<file path="config.mk">
export PLATFORM = sky130hd
export DESIGN_NAME = spg_ctrl
export DESIGN_NICKNAME = d
export VERILOG_FILES = /design/src/rtl/spg_pkg.sv /design/src/rtl/spg_ctrl.sv
export SDC_FILE = /design/constraint.sdc
export NUM_CORES = 1
export LEC_CHECK = 0
export BUFFER_PORTS_ARGS = -buffer_cell sky130_fd_sc_hd__buf_2
export CORE_UTILIZATION = 45
export CTS_CLUSTER_SIZE = 30
export DETAILED_ROUTE_END_ITERATION = 16
export PLACE_DENSITY = 0.74
export SYNTH_ARGS = -nofsm -noshare
export SYNTH_HDL_FRONTEND = slang
export SYNTH_SLANG_ARGS = --single-unit
</file>
<file path="constraint.sdc">
create_clock -name clk_i -period 1.8 [get_ports clk_i]
set_clock_uncertainty 0.2 [all_clocks]
set_input_delay 0.54 -clock clk_i [delete_from_list [all_inputs] [get_ports clk_i]]
set_output_delay 0.54 -clock clk_i [all_outputs]
set_load 0.005 [all_outputs]
</file>
<file path="src/rtl/spg_pkg.sv">
// ----------------------------------------------------------------------------
// spg_pkg: shared types and constants of the Sobol point generator
// Holds the payload structs, the controller/datapath command and status
// structs, the operation codes and the direction table address function.
// ----------------------------------------------------------------------------
package spg_pkg;

  // sizes of the generator
  localparam int MAX_DIMS  = 64;
  localparam int COLUMNS   = 62;
  localparam int DIM_W     = 6;
  localparam int COL_W     = 6;
  localparam int VAL_W     = 62;
  localparam int CFG_W     = 7;
  localparam int DIR_DEPTH = MAX_DIMS * COLUMNS;
  localparam int DIR_AW    = $clog2(DIR_DEPTH);
  localparam int RV_AW     = $clog2(MAX_DIMS);
  // index bits examined per lowest-zero scan cycle
  localparam int SCAN_W    = 4;

  // operation codes, code 3 has no meaning and is ignored
  typedef enum logic [1:0] {
    OP_LOAD     = 2'd0,
    OP_NEXT     = 2'd1,
    OP_AT_INDEX = 2'd2
  } op_e;

  // one request
  typedef struct packed {
    logic [1:0]       operation;
    logic [DIM_W-1:0] dim_index;
    logic [COL_W-1:0] column;
    logic [VAL_W-1:0] direction_value;
    logic [VAL_W-1:0] point_index;
  } spg_in_t;

  // one coordinate
  typedef struct packed {
    logic [VAL_W-1:0] coordinate;
    logic [DIM_W-1:0] out_dim;
    logic [VAL_W-1:0] out_index;
    logic             last_of_point;
    logic             exhausted;
  } spg_out_t;

  // commands from controller to datapath
  typedef struct packed {
    logic             load_we;
    logic             latch;
    logic             use_point;
    logic             rb_issue;
    logic             scan_step;
    logic             em_issue;
    logic [DIM_W-1:0] dim;
    logic [COL_W-1:0] col;
  } spg_cmd_t;

  // status from datapath to controller
  typedef struct packed {
    logic exh;
    logic scan_done;
  } spg_stat_t;

  // flat address of a direction number
  function automatic logic [DIR_AW-1:0] dir_addr(logic [DIM_W-1:0] dim,
                                                  logic [COL_W-1:0] col);
    dir_addr = DIR_AW'(dim) * DIR_AW'(COLUMNS) + DIR_AW'(col);
  endfunction

endpackage

</file>
<file path="src/rtl/spg_ctrl.sv">
// ----------------------------------------------------------------------------
// spg_ctrl: sequencer of the Sobol point generator
// Accepts requests, walks the rebuild, lowest-zero scan and emission passes
// and drives the datapath through command signals.
// ----------------------------------------------------------------------------
module spg_ctrl (
  input  logic              clk_i,
  input  logic              rst_ni,
  input  logic              start,
  input  logic [1:0]        op_i,
  input  logic [5:0]        column_i,
  input  spg_pkg::spg_stat_t stat_i,
  output spg_pkg::spg_cmd_t  cmd_o,
  output logic              busy
);
  import spg_pkg::*;

  typedef enum logic [2:0] {
    ST_IDLE,
    ST_PREP,
    ST_REBUILD,
    ST_SCAN,
    ST_EMIT,
    ST_DRAIN1,
    ST_DRAIN2
  } state_e;

  state_e           state_q;
  logic             busy_q;
  logic             at_q;
  logic [DIM_W-1:0] dim_q;
  logic [COL_W-1:0] col_q;
  logic             take;
  logic             is_point_op;

  // request decode
  assign take        = start && !busy_q;
  assign is_point_op = (op_i == OP_NEXT) || (op_i == OP_AT_INDEX);

  // state, counters and busy
  always_ff @(posedge clk_i or negedge rst_ni) begin
    if (!rst_ni) begin
      state_q <= ST_IDLE;
      busy_q  <= 1'b0;
      at_q    <= 1'b0;
      dim_q   <= '0;
      col_q   <= '0;
    end else begin
      unique case (state_q)
        ST_IDLE: begin
          if (take && is_point_op) begin
            state_q <= ST_PREP;
            busy_q  <= 1'b1;
            at_q    <= (op_i == OP_AT_INDEX);
          end
        end
        ST_PREP: begin
          dim_q <= '0;
          col_q <= '0;
          priority if (stat_i.exh) begin
            state_q <= ST_EMIT;
          end else if (at_q) begin
            state_q <= ST_REBUILD;
          end else begin
            state_q <= ST_SCAN;
          end
        end
        ST_REBUILD: begin
          if (col_q == COL_W'(COLUMNS - 1)) begin
            col_q <= '0;
            if (dim_q == DIM_W'(MAX_DIMS - 1)) begin
              dim_q   <= '0;
              state_q <= ST_SCAN;
            end else begin
              dim_q <= dim_q + 1'b1;
            end
          end else begin
            col_q <= col_q + 1'b1;
          end
        end
        ST_SCAN: begin
          if (stat_i.scan_done) begin
            dim_q   <= '0;
            state_q <= ST_EMIT;
          end
        end
        ST_EMIT: begin
          if (dim_q == DIM_W'(MAX_DIMS - 1)) begin
            state_q <= ST_DRAIN1;
          end else begin
            dim_q <= dim_q + 1'b1;
          end
        end
        ST_DRAIN1: begin
          state_q <= ST_DRAIN2;
        end
        ST_DRAIN2: begin
          state_q <= ST_IDLE;
          busy_q  <= 1'b0;
        end
        default: begin
          state_q <= ST_IDLE;
          busy_q  <= 1'b0;
        end
      endcase
    end
  end

  // commands to the datapath
  always_comb begin
    cmd_o           = '0;
    cmd_o.load_we   = take && (op_i == OP_LOAD) && (column_i < COL_W'(COLUMNS));
    cmd_o.latch     = take && is_point_op;
    cmd_o.use_point = (op_i == OP_AT_INDEX);
    cmd_o.rb_issue  = (state_q == ST_REBUILD);
    cmd_o.scan_step = (state_q == ST_SCAN);
    cmd_o.em_issue  = (state_q == ST_EMIT);
    cmd_o.dim       = dim_q;
    cmd_o.col       = col_q;
  end

  assign busy = busy_q;

endmodule

</file>
# Word level (Yosys, flattened, before mapping)
# Cells that the tools add are included.
# word_totals
mem_count,0
out_inout_bits,19
wordCells,56
ramBits,0
mem_bits_ro,0
inputBits,13
ff_bits,17
latchBits,0
# op_classes
reduce_logical,15
n_lt_le_gt_ge,1
multipliers,0
addsub,2
shifts,0
mux,17
n_eq_ne,15
n_bitwise,1
n_div,0
# op_table
op,n
6-bit 2-to-1 mux,5
6-bit one-hot mux with 4 select lines,1
3-bit 2-to-1 mux,6
3-bit one-hot mux with 6 select lines,1
"6-bit by 1-bit adder with 6-bit output, second input constant",2
"6-bit == test, second input constant",2
6-bit one-hot mux with 2 select lines,1
"3-bit by 2-bit == test with 1-bit output, second input constant",2
"3-bit == test, second input constant",2
"6-bit < comparator, second input constant",1
"2-bit by 1-bit inequality test with 1-bit output, second input constant",3
"2-bit inequality test, second input constant",3
5-bit AND reduction,1
5-bit OR reduction,1
1-bit logical AND,4
2-bit AND reduction,2
4-bit AND reduction,1
4-bit nonzero test,1
"3-bit by 1-bit == test with 1-bit output, second input constant",1
3-bit logical NOT,1
"2-bit by 1-bit == test with 1-bit output, second input constant",1
"2-bit == test, second input constant",1
2-bit logical NOT,1
1-bit 2-to-1 mux,2
5 further kinds,5

# Logic depth before layout (Yosys ltp)
# Gate-level depths: netlist of run 1.
# depth
depth_word,5
ltp_mapped,7
depth_no_buf,7

# Least setup slack after synthesis of run 1
# No wires, ideal clock.
# synth_timing
path_kind,register to register
from,reg col_q[1]
to,reg dim_q[2]
setup_slack_ps,-37
arrival_time_ps,1573
t_required_ps,1536
path_stages_with_launch,8
path_cell_list,dfrtp_1 -> inv_1 -> ha_1 -> nand3_1 -> o31a_1 -> o211a_1 -> nor4b_2 -> a21o_1
# synth_between
elab_chain_cells,3
# synth_rtl
element,line,text
"start, declared",spg_ctrl.sv:32,logic [COL_W-1:0] col_q;
"start signal, assigned",spg_ctrl.sv:78,col_q <= col_q + 1'b1;
6-bit == test,spg_ctrl.sv:69,if (col_q == COL_W'(COLUMNS - 1)) begin
2-bit by 1-bit inequality test with 1-bit output (no source line),n/a,
4-bit AND reduction (no source line),n/a,
"end signal, assigned",spg_ctrl.sv:75,dim_q <= dim_q + 1'b1;
"end signal, assigned",spg_ctrl.sv:91,dim_q <= dim_q + 1'b1;
"end, declared",spg_ctrl.sv:31,logic [DIM_W-1:0] dim_q;
# No other way between the ends.
# A chain may end at the register's enable or synchronous reset.

# Worst setup path in the final report of run 1
# layout_timing
from,reg state_q[1]
to,reg dim_q[5]
# layout_between
elab_chain_cells,3
word_cells_on_any_way,10
classes_between,7 x eq/ne; 1 x mux; 2 x reduce/logical
# layout_rtl
element,line,text
"start, declared",spg_ctrl.sv:28,state_e state_q;
"start signal, assigned",spg_ctrl.sv:43,state_q <= ST_IDLE;
"start signal, assigned",spg_ctrl.sv:52,state_q <= ST_PREP;
"start signal, assigned",spg_ctrl.sv:61,state_q <= ST_EMIT;
"3-bit == test, or another cell as far along",spg_ctrl.sv:49,unique case (state_q)
"2-bit inequality test (no source line), or another cell as far along",n/a,
4-bit AND reduction (no source line),n/a,
# Parallel ways exist; a longest one is shown, timed or not.

==> metrics list, run 1 <==
* Area taken by flip-flops and latches: between 400 and 500 um2
- After detailed routing, the met2 layer carries roughly 1800 um of wire.
- For this block, wires on met1 add up to around 1300 um.
* Clock-pin transition on the worst setup and hold timing paths: around 0.11 ns
* Worst vdd rail ir drop: slightly above 0.0008 V
- Setup crit start: state_q[1]
- Counting cells, the worst reg-to-reg path comes to 6.
- The congestion estimate from routability-driven global placement came to ~0.84.
* Critical Path End: dim_q[5]
- Worst Max-Slew Pin Slew: about 0.54 ns
- Die area: between 2000 and 3000 um2
- Subtracting the final worst setup slack from the clock period gives ~2.0 ns.
- Total number of yosys warnings: 0
- Across all setup checks in the final design, the least slack found is -0.197 ns.
- In the final routed layout, each cell accounts on average for 15.4 um.
- Non-Filler Instances: 211
* Fill cell count: 151
- The final critical path takes up 111% of the cycle.
- Number of buffers added on ports: 30
- CTS tree: done
- In this run, the number of DRC markers left after iteration 0 of detailed routing was 26.
* Max Transition Viols Final: 0
* Critical Path Fanout Max: 4
- 0 antenna diodes ended up in the layout.
- Using the TritonRoute via totals, the vias-per-cell ratio works out to 5.55.
* Gr usage total: a little over a quarter
* Max-cap violations: 0
- Avg Inst Size Synth: roughly 9.1 um2
- Growth of design area from synthesis to finish: 59.6%
* Max stage delay on crit path: roughly 0.42 ns
- Once layout is complete, the utilization of the core stands at about three quarters.
* Total negative setup slack: -1.57 ns
- Clock tree synthesis inserted a total of 3 buffers.
* Cells traversed along the worst timing path: buf_4, nand2b_1, o31a_1, o211ai_1, o21ai_1, a22o_1
* Reg-to-reg endpoint: dim_q[5]
- Total design power: 2.18 mW
- Counting flops and latches in the post-synthesis netlist gives 17.
- CTS built an H-tree with a depth of 1.
- Global routing finished with a remaining overflow of 0.
- Row generation in the floorplan step produced 17 rows.
* Post-Synthesis Cells: 115
- The worst setup path is launched from a flip-flop.
- The count of nets left with antenna violations once routing finished came out at 0.
- Required time at the endpoint of the critical path: between 1.5 and 2 ns
- Count of vias placed by the detailed router: 1170
- In this run, placement finished with an instance count of 192.
- Max stage delay cell, worst path: sky130_fd_sc_hd__dfrtp_1
- Slew margin rel.: 63.6%
- Entering global routing, the biggest net connects 18 pins.
- In this run the power density over the cells is 1300 nW/um2.
* Initial standard-cell utilization of the core: approximately 48%
- Area of the multi-input gates: between 600 and 700 um2
* Endpoint class of the critical path: flip-flop
* Via count of the first global-routing pass: about 1100
* Violated checks: negative setup slack
- The run finished, with violations left.
- Final setup violation count: 12
* Signal arrival time at the worst endpoint: 1.98 ns
- The first global-routing pass estimated between 4000 and 5000 um of wire.
* Estimated wirelength of the detail-placed design: 1830 um
- The number of antenna violations at the first check in global routing is 0.
- After synthesis, the cell types taking the most area are sky130_fd_sc_hd__dfrtp_1 (40%), sky130_fd_sc_hd__ha_1 (6.0%), sky130_fd_sc_hd__o21ai_0 (3.8%).
* Commonest non-fill, non-tap cells in the layout: sky130_fd_sc_hd__buf_4 (32), sky130_fd_sc_hd__buf_2 (24), sky130_fd_sc_hd__dfrtp_1 (16)
* Clock latency on the worst-skew pair: slightly below 0.3 ns
- Crit path max-delay family: compound AO/OA/AOI/OAI gates
* DRT Pass-1 Iters: 4
- From left edge to right edge, the die measures between 50 and 60 um.
* Number of nets in the synthesized netlist: around 130
- Number of nets in the layout: approximately 200
- The critical path is of the flip-flop to flip-flop type.
- The synthesized design devotes to its leading area cell type between 40% and 50% of total area.
* Buffer and inverter count on the worst path: 1
- Wirelength, routed: 3250 um
- In the routed design, unresolved DRC markers number 0.
- The synthesized netlist occupies a cell area of approximately 1100 um2.
* Die Y: ~50 um
- Leakage power: roughly 0.85 nW
- The detailed router used layers up to and including met4.
- Share of the yosys chip area belonging to registers: about two fifths
- The biggest area contributor in the post-synthesis netlist is sky130_fd_sc_hd__dfrtp_1.
- Number of distinct library cell variants in the gate-level netlist after synthesis: 35
* Met3 wire length: around 130 um
- Reg2Reg Setup Slack: -0.20 ns
- 32 I/O pins were placed.
* Share of cells above drive strength 1: 51.4%
- Origin of the critical flop-to-flop path: state_q[1]
* Number of hold-slack violations in the final timing report: 0
* Core ar.: 2210 um2
- OpenSTA, run right after detailed placement, puts the worst setup slack at -0.148 ns.
- Static timing analysis puts the maximum clock frequency at 501 MHz.
- Root Buffer Master: sky130_fd_sc_hd__clkbuf_4
- In this run the number of cells on the critical path is 6.
* Most frequent standard cell in the layout excluding fill and tap cells: sky130_fd_sc_hd__buf_4
- Classification of the worst-slack hold path: input port to flip-flop
* Setup repair after global routing missed its margin: yes
* Maximum buffer depth of the clock tree: 2
- Number of sinks on the clock net: 17
==> power breakdown <==
group	total, mW	internal, mW	switching (mW)
clock	0.210	0.0860	0.124
sequential	0.560	0.472	0.0884
combinational	1.41	0.711	0.696
total	2.18	1.27	0.908
==> final cells by class <==
class,count,share of cell area [%]
Clock buffer,4,1.57
Inverter,8,2.09
Multi-Input combinational cell,87,39.8
Sequential cell,17,25.4
Tap cell,28,2.09
Timing Repair Buffer,67,29.0
==> metrics by stage <==
stage,cell area [um2],hold slack (ns)
after global routing,1680,0.228
after floorplan,1050,0.0444
final,1680,0.250
after CTS,1600,0.252
after global placement,1390,0.283
after detailed placement,1390,0.287
==> flip-flops by register name (all words and copies together), names as in the netlist <==
name / count
col_q: 6
busy: 1
dim_q: 6
at_q: 1
state_q: 3
==> cell usage after synthesis <==
| cell | n |
|---|---|
| sky130_fd_sc_hd__or3_1 | 1 |
| sky130_fd_sc_hd__mux2i_1 | 1 |
| sky130_fd_sc_hd__o31a_1 | 1 |
| sky130_fd_sc_hd__o211a_1 | 1 |
| sky130_fd_sc_hd__nor4b_2 | 1 |
| sky130_fd_sc_hd__nor4_1 | 1 |
| sky130_fd_sc_hd__dfrtp_1 | 17 |
| sky130_fd_sc_hd__nand3b_1 | 2 |
| sky130_fd_sc_hd__nand3_1 | 6 |
| sky130_fd_sc_hd__buf_4 | 1 |
| sky130_fd_sc_hd__ha_1 | 5 |
| sky130_fd_sc_hd__nor2_1 | 5 |
| sky130_fd_sc_hd__o21ai_0 | 8 |
| sky130_fd_sc_hd__and3_1 | 5 |
| sky130_fd_sc_hd__or2_2 | 1 |
| sky130_fd_sc_hd__a21o_1 | 2 |
| sky130_fd_sc_hd__nor3_1 | 1 |
| sky130_fd_sc_hd__o21ai_1 | 7 |
| sky130_fd_sc_hd__nor3b_4 | 2 |
| sky130_fd_sc_hd__mux2_2 | 2 |
| sky130_fd_sc_hd__a31oi_1 | 1 |
| sky130_fd_sc_hd__nand2_1 | 10 |
| sky130_fd_sc_hd__clkbuf_1 | 1 |
| sky130_fd_sc_hd__inv_1 | 8 |
| sky130_fd_sc_hd__a22o_1 | 3 |
| sky130_fd_sc_hd__nand2b_1 | 4 |
| sky130_fd_sc_hd__nor2b_1 | 2 |
| sky130_fd_sc_hd__o31ai_1 | 1 |
| sky130_fd_sc_hd__o211ai_1 | 2 |
| sky130_fd_sc_hd__nor2_2 | 1 |
| sky130_fd_sc_hd__xor2_1 | 1 |
| sky130_fd_sc_hd__a21oi_1 | 5 |
| sky130_fd_sc_hd__buf_2 | 1 |
| sky130_fd_sc_hd__o22ai_1 | 4 |
| sky130_fd_sc_hd__xnor2_1 | 1 |
==> cell families after synthesis <==
| logic type | Yosys count | synth area share (%) |
|---|---|---|
| simple gates | 42 | 24.0 |
| flops | 17 | 40.5 |
| mux | 3 | 3.10 |
| buf+inv | 11 | 4.40 |
| fa+ha+maj | 5 | 5.95 |
| xor+xnor | 2 | 1.67 |
| compound gates | 35 | 20.4 |
==> routing by layer <==
metal,up-vias,GRT usage (%)
li1,557,-
met1,562,31.1
met2,45,46.4
met3,6,4.55
met4,0,10.6
met5,-,0
==> worst min-delay path by stage <==
stage | startpoint | to | slack (ns) | cells after the start
3_3_place_gp | rst_ni | col_q[2] | 0.28 | 1
3_5_place_dp | rst_ni | col_q[2] | 0.29 | 1
6_report | stat_i[0] | state_q[0] | 0.25 | 2
4_1_cts | stat_i[0] | state_q[0] | 0.25 | 2
5_1_grt | stat_i[0] | state_q[0] | 0.23 | 2
2_1_floorplan | rst_ni | at_q | 0.04 | 0
==> repair_timing <==
| action | 4_1_cts | 5_1_grt |
|---|---|---|
| setup buffers | 10 | 4 |
| gates cloned | 0 | 0 |
| hold buffers | 1 | 0 |
| endpoints found under the hold margin | 17 | 0 |
| pin swaps | 5 | 7 |
| resized for setup | 26 | 11 |
| endpoints found under the setup margin | 13 | 18 |
(Power assumes the default switching activity.)
==> inputs of run 2 (changes only) <==
--- a/config.mk
+++ b/config.mk
@@ -5,11 +5,12 @@
 export SDC_FILE = /design/constraint.sdc
 export NUM_CORES = 1
 export LEC_CHECK = 0
+export ABC_AREA = 1
 export BUFFER_PORTS_ARGS = -buffer_cell sky130_fd_sc_hd__buf_2
-export CORE_UTILIZATION = 45
+export CORE_UTILIZATION = 46
 export CTS_CLUSTER_SIZE = 30
 export DETAILED_ROUTE_END_ITERATION = 16
-export PLACE_DENSITY = 0.74
+export PLACE_DENSITY = 0.75
 export SYNTH_ARGS = -nofsm -noshare
 export SYNTH_HDL_FRONTEND = slang
 export SYNTH_SLANG_ARGS = --single-unit
==> run 2 against run 1 <==
The run still ends with negative setup slack left. Via count increased by 7.5%. Sequential power increased by 3%. Synthesized area increased by 4.5%. Critical path depth unchanged. Final cell count increased by 12%. Worst hold slack improved by 0.052 ns. Maximum frequency increased by 3.7%. Global-route usage increased by 0.45 points. Setup slack improved by 0.071 ns. Critical endpoint is now cmd_o[16]. Register-to-register slack improved by 0.27 ns. Synthesized cell count increased by 34%.
==> metrics list, run 2 <==
- The worst hold slack came to 0.302 ns (+0.0516 ns).
- The tightest min-delay check is of the input port to flip-flop type.
* CTS tree: done
- Number of distinct library cell variants in the gate-level netlist after synthesis: 21 (-40%)
- Max stage delay on crit path: 0.26 ns (-0.16 ns)
- Largest registers: col_q (6), dim_q (6), state_q (3)
* Required time at the endpoint of the critical path: 1.06 ns (-0.72 ns)
- In the post-synthesis netlist, the cell with the most instances is sky130_fd_sc_hd__nand2_1.
- Compared with the post-synthesis result, the final layout area differs by 47.6%.
- Number of nets in the layout: 228 (+13%)
* Die area: 2590 um2 (+2.2%)
- # H-tree levels: 1 (unchanged)
* Number of nets in the synthesized netlist: 172 (+29%)
* Area fraction of the dominant cell type after synthesis: 38.7% (-1.8 points)
- Startpoint-to-endpoint class of the critical path: input port to primary output
- The post-synthesis instance area is 1100 um2 (+4.5%).
* Max stage delay cell, worst path: sky130_fd_sc_hd__ha_4
- Gr usage total: 26.7% (+0.45 points)
- DRC violations left: 0 (unchanged)
- Max Transition Viols Final: 0 (unchanged)
- The placer congestion estimate was 0.877 (+4.6%).
* Total congestion overflow after global routing: 0 (unchanged)
- Worst Max-Slew Pin Slew: 0.410 ns (-0.131 ns)
* Most area-hungry cell type in the Yosys netlist: sky130_fd_sc_hd__dfrtp_1
* Leakage power: 0.863 nW (+2.0%)
- Root Buffer Master: sky130_fd_sc_hd__clkbuf_4
- The proportion of synthesized flip-flops having asynchronous set or reset was 100% (unchanged).
- The layout cell share with drive strength beyond 1 is 41.6% (-9.7 points).
- The highest achievable clock rate was 519 MHz (+3.7%).
- Initial antenna violation count: 0 (unchanged)
- DRT Pass-1 Iters: 5 (+1)
* Most frequent standard cell in the layout excluding fill and tap cells: sky130_fd_sc_hd__nand2_1
* Max-cap violations: 0 (unchanged)
* Core ar.: 2230 um2 (+0.96%)
- The post-layout total power is 2.05 mW (-5.9%).
* Share of the yosys chip area belonging to registers: 38.7% (-1.8 points)
- The post-layout utilization of the core came to 72.6% (-3.2 points).
* Number of synthesized flops with an enable pin: 0 (unchanged)
- The gate count after technology mapping is 154 (+34%).
- Final setup violation count: 5 (-7)
- The final reports fail on negative setup slack.
* Clock-pin transition on the worst setup and hold timing paths: 0.10 ns (about the same)
* Cells traversed along the worst timing path: buf_8, inv_4, ha_4, inv_2, nor2_4, buf_2
- Area taken by flip-flops and latches: 429 um2 (+0.59%)
- Setup repair after global routing could not meet its margin everywhere.
* Final critical path time including I/O delays and setup: 1.93 ns (-0.0712 ns)
- The post-detailed-route wirelength per cell was 13.9 um (-9.8%).
* Signal arrival time at the worst endpoint: 1.19 ns (-0.79 ns)
* Wirelength, routed: 3290 um (+1.3%)
- The floorplan die width was 50.9 um (+1.1%).
- The clock sink total came to 17 (unchanged).
* Largest net degree at the start of global routing: 18 (unchanged)
- The worst setup path is launched from an input port.
- The synthesis-stage register bit count was 17 (unchanged).
- The via count of the routed design came to 1258 (+7.5%).
- The period utilization is 107% (-4.0 points).
- The top fanout value on the critical path is 2 (-2).
- The number of antenna-violating nets in the routed design was 0 (unchanged).
- Endpoint class of the critical path: primary output
- Buffer and inverter count on the worst path: 4 (+3)
* Avg Inst Size Synth: 7.13 um2 (-22%)
- Maximum buffer depth of the clock tree: 2 (unchanged)
- The count of input and output buffers is 30 (unchanged).
* Total clock buffers created by CTS: 3 (unchanged)
* Number of hold-slack violations in the final timing report: 0 (unchanged)
* Total number of yosys warnings: 0 (unchanged)
* Standard-cell row count: 17 (unchanged)
- Fill cell count: 176 (+17%)
* Area of the multi-input gates: 656 um2 (-1.9%)
* Worst vdd rail ir drop: 0.000687 V (-17%)
* Slew margin rel.: 72.6% (+9.0 points)
- Via/cell ratio: 5.31 (-4.3%)
- The run finished, with violations left.
* Most frequent cells after synthesis: sky130_fd_sc_hd__nand2_1 (46), sky130_fd_sc_hd__inv_1 (22), sky130_fd_sc_hd__dfrtp_1 (17)
* Power density relative to cell area: 1260 nW/um2 (-2.7%)
- Clock latency on the worst-skew pair: 0.30 ns (about the same)
* Setup ws final: -0.126 ns (+0.0712 ns)
- The starting density of the core came to 49.2% (+1.7 points).
- The global-route wire length before repair is 4930 um (+0.14%).
* Crit path max-delay family: buffers and inverters
- Most used flip-flop cell after synthesis: sky130_fd_sc_hd__dfrtp_1
- The violation count after the first detailed-route iteration came to 40 (+54%).
- The number of primary I/O pins is 32 (unchanged).
- The via count of the first global-routing pass is 1105 (-2.6%).
* Cell types with the largest area share after synthesis: sky130_fd_sc_hd__dfrtp_1 (39%), sky130_fd_sc_hd__nand2_1 (16%), sky130_fd_sc_hd__inv_1 (7.5%)
- Die Y: 50.9 um (+1.1%)
- The half-perimeter wire length of the detailed placement result is 1990 um (+8.6%).
* Commonest non-fill, non-tap cells in the layout: sky130_fd_sc_hd__nand2_1 (43), sky130_fd_sc_hd__buf_2 (25), sky130_fd_sc_hd__buf_4 (18)
* Antenna fix cells: 0 (unchanged)
[run 2: through the flow]
stage | area [um2] | setup WS [ns] | instances | TNS (ns)
floorplan | 1100 | 0.0458 | 154 | 0
global placement | 1370 | -0.147 | 224 | -0.350
detailed placement | 1370 | -0.155 | 224 | -0.510
CTS | 1560 | -0.0609 | 236 | -0.219
global route | 1620 | -0.131 | 237 | -0.605
finish | 1620 | -0.126 | 237 | -0.409
[run 2: area by class of cell]
cell class              count  area share, %
inverters                  23           5.94
multi-input cells         112           40.4
well taps                  28           2.16
repair buffers             53           23.4
clock buffers               4           1.62
flip-flops and latches     17           26.5
[run 2: repair_timing]
item                                    4_1_cts  5_1_grt
buffers inserted                              7        1
hold endpoints to repair                     17        0
pin swaps                                     4        3
endpoints found under the setup margin        6       17
cloned                                        0        0
hold buffers                                  1        0
gates resized for setup                      30       16
[run 2: final timing paths]
kind	slack (ns)	cells past startpoint	to	start
max	-0.13	6	cmd_o[16]	op_i[0]
min	0.30	4	state_q[0]	stat_i[0]
max reg2reg	0.07	8	col_q[5]	state_q[1]
min reg2reg	0.32	2	at_q	at_q
max in group asynchronous	0.61	2	state_q[0]	rst_ni
min in group asynchronous	0.49	2	dim_q[0]	rst_ni
[run 2: report_power, final]
part	leakage, nW	total, mW	internal (mW)	switching (mW)
Clock	0.0150	0.211	0.0865	0.125
Combinational	0.626	1.26	0.552	0.706
Sequential	0.222	0.578	0.487	0.0911
Total	0.863	2.05	1.13	0.922
[run 2: cells by family (layout without fill, tap and decap cells)]
family          after synthesis  after routing  synth area share [%]
flops                        17             17                  38.7
compound gates               23             23                  12.1
fa+ha+maj                     5              5                  5.69
buf+inv                      25             80                  9.91
xor+xnor                      3              3                  2.39
simple gates                 81             81                  31.2
[run 2: worst min-delay path: cells and delay by family]
| family | cells | cell delay (ns) |
|---|---|---|
| simple gates | 2 | 0.10 |
| buf+inv | 2 | 0.14 |
[run 2: routing by layer]
layer  GRT usage [%]  wire (um)  vias up
met3            4.76        160       16
met1            29.1       1320      591
met4            17.1        189        0
li1                -          -      603
met5               0          0        -
met2            47.3       1630       48
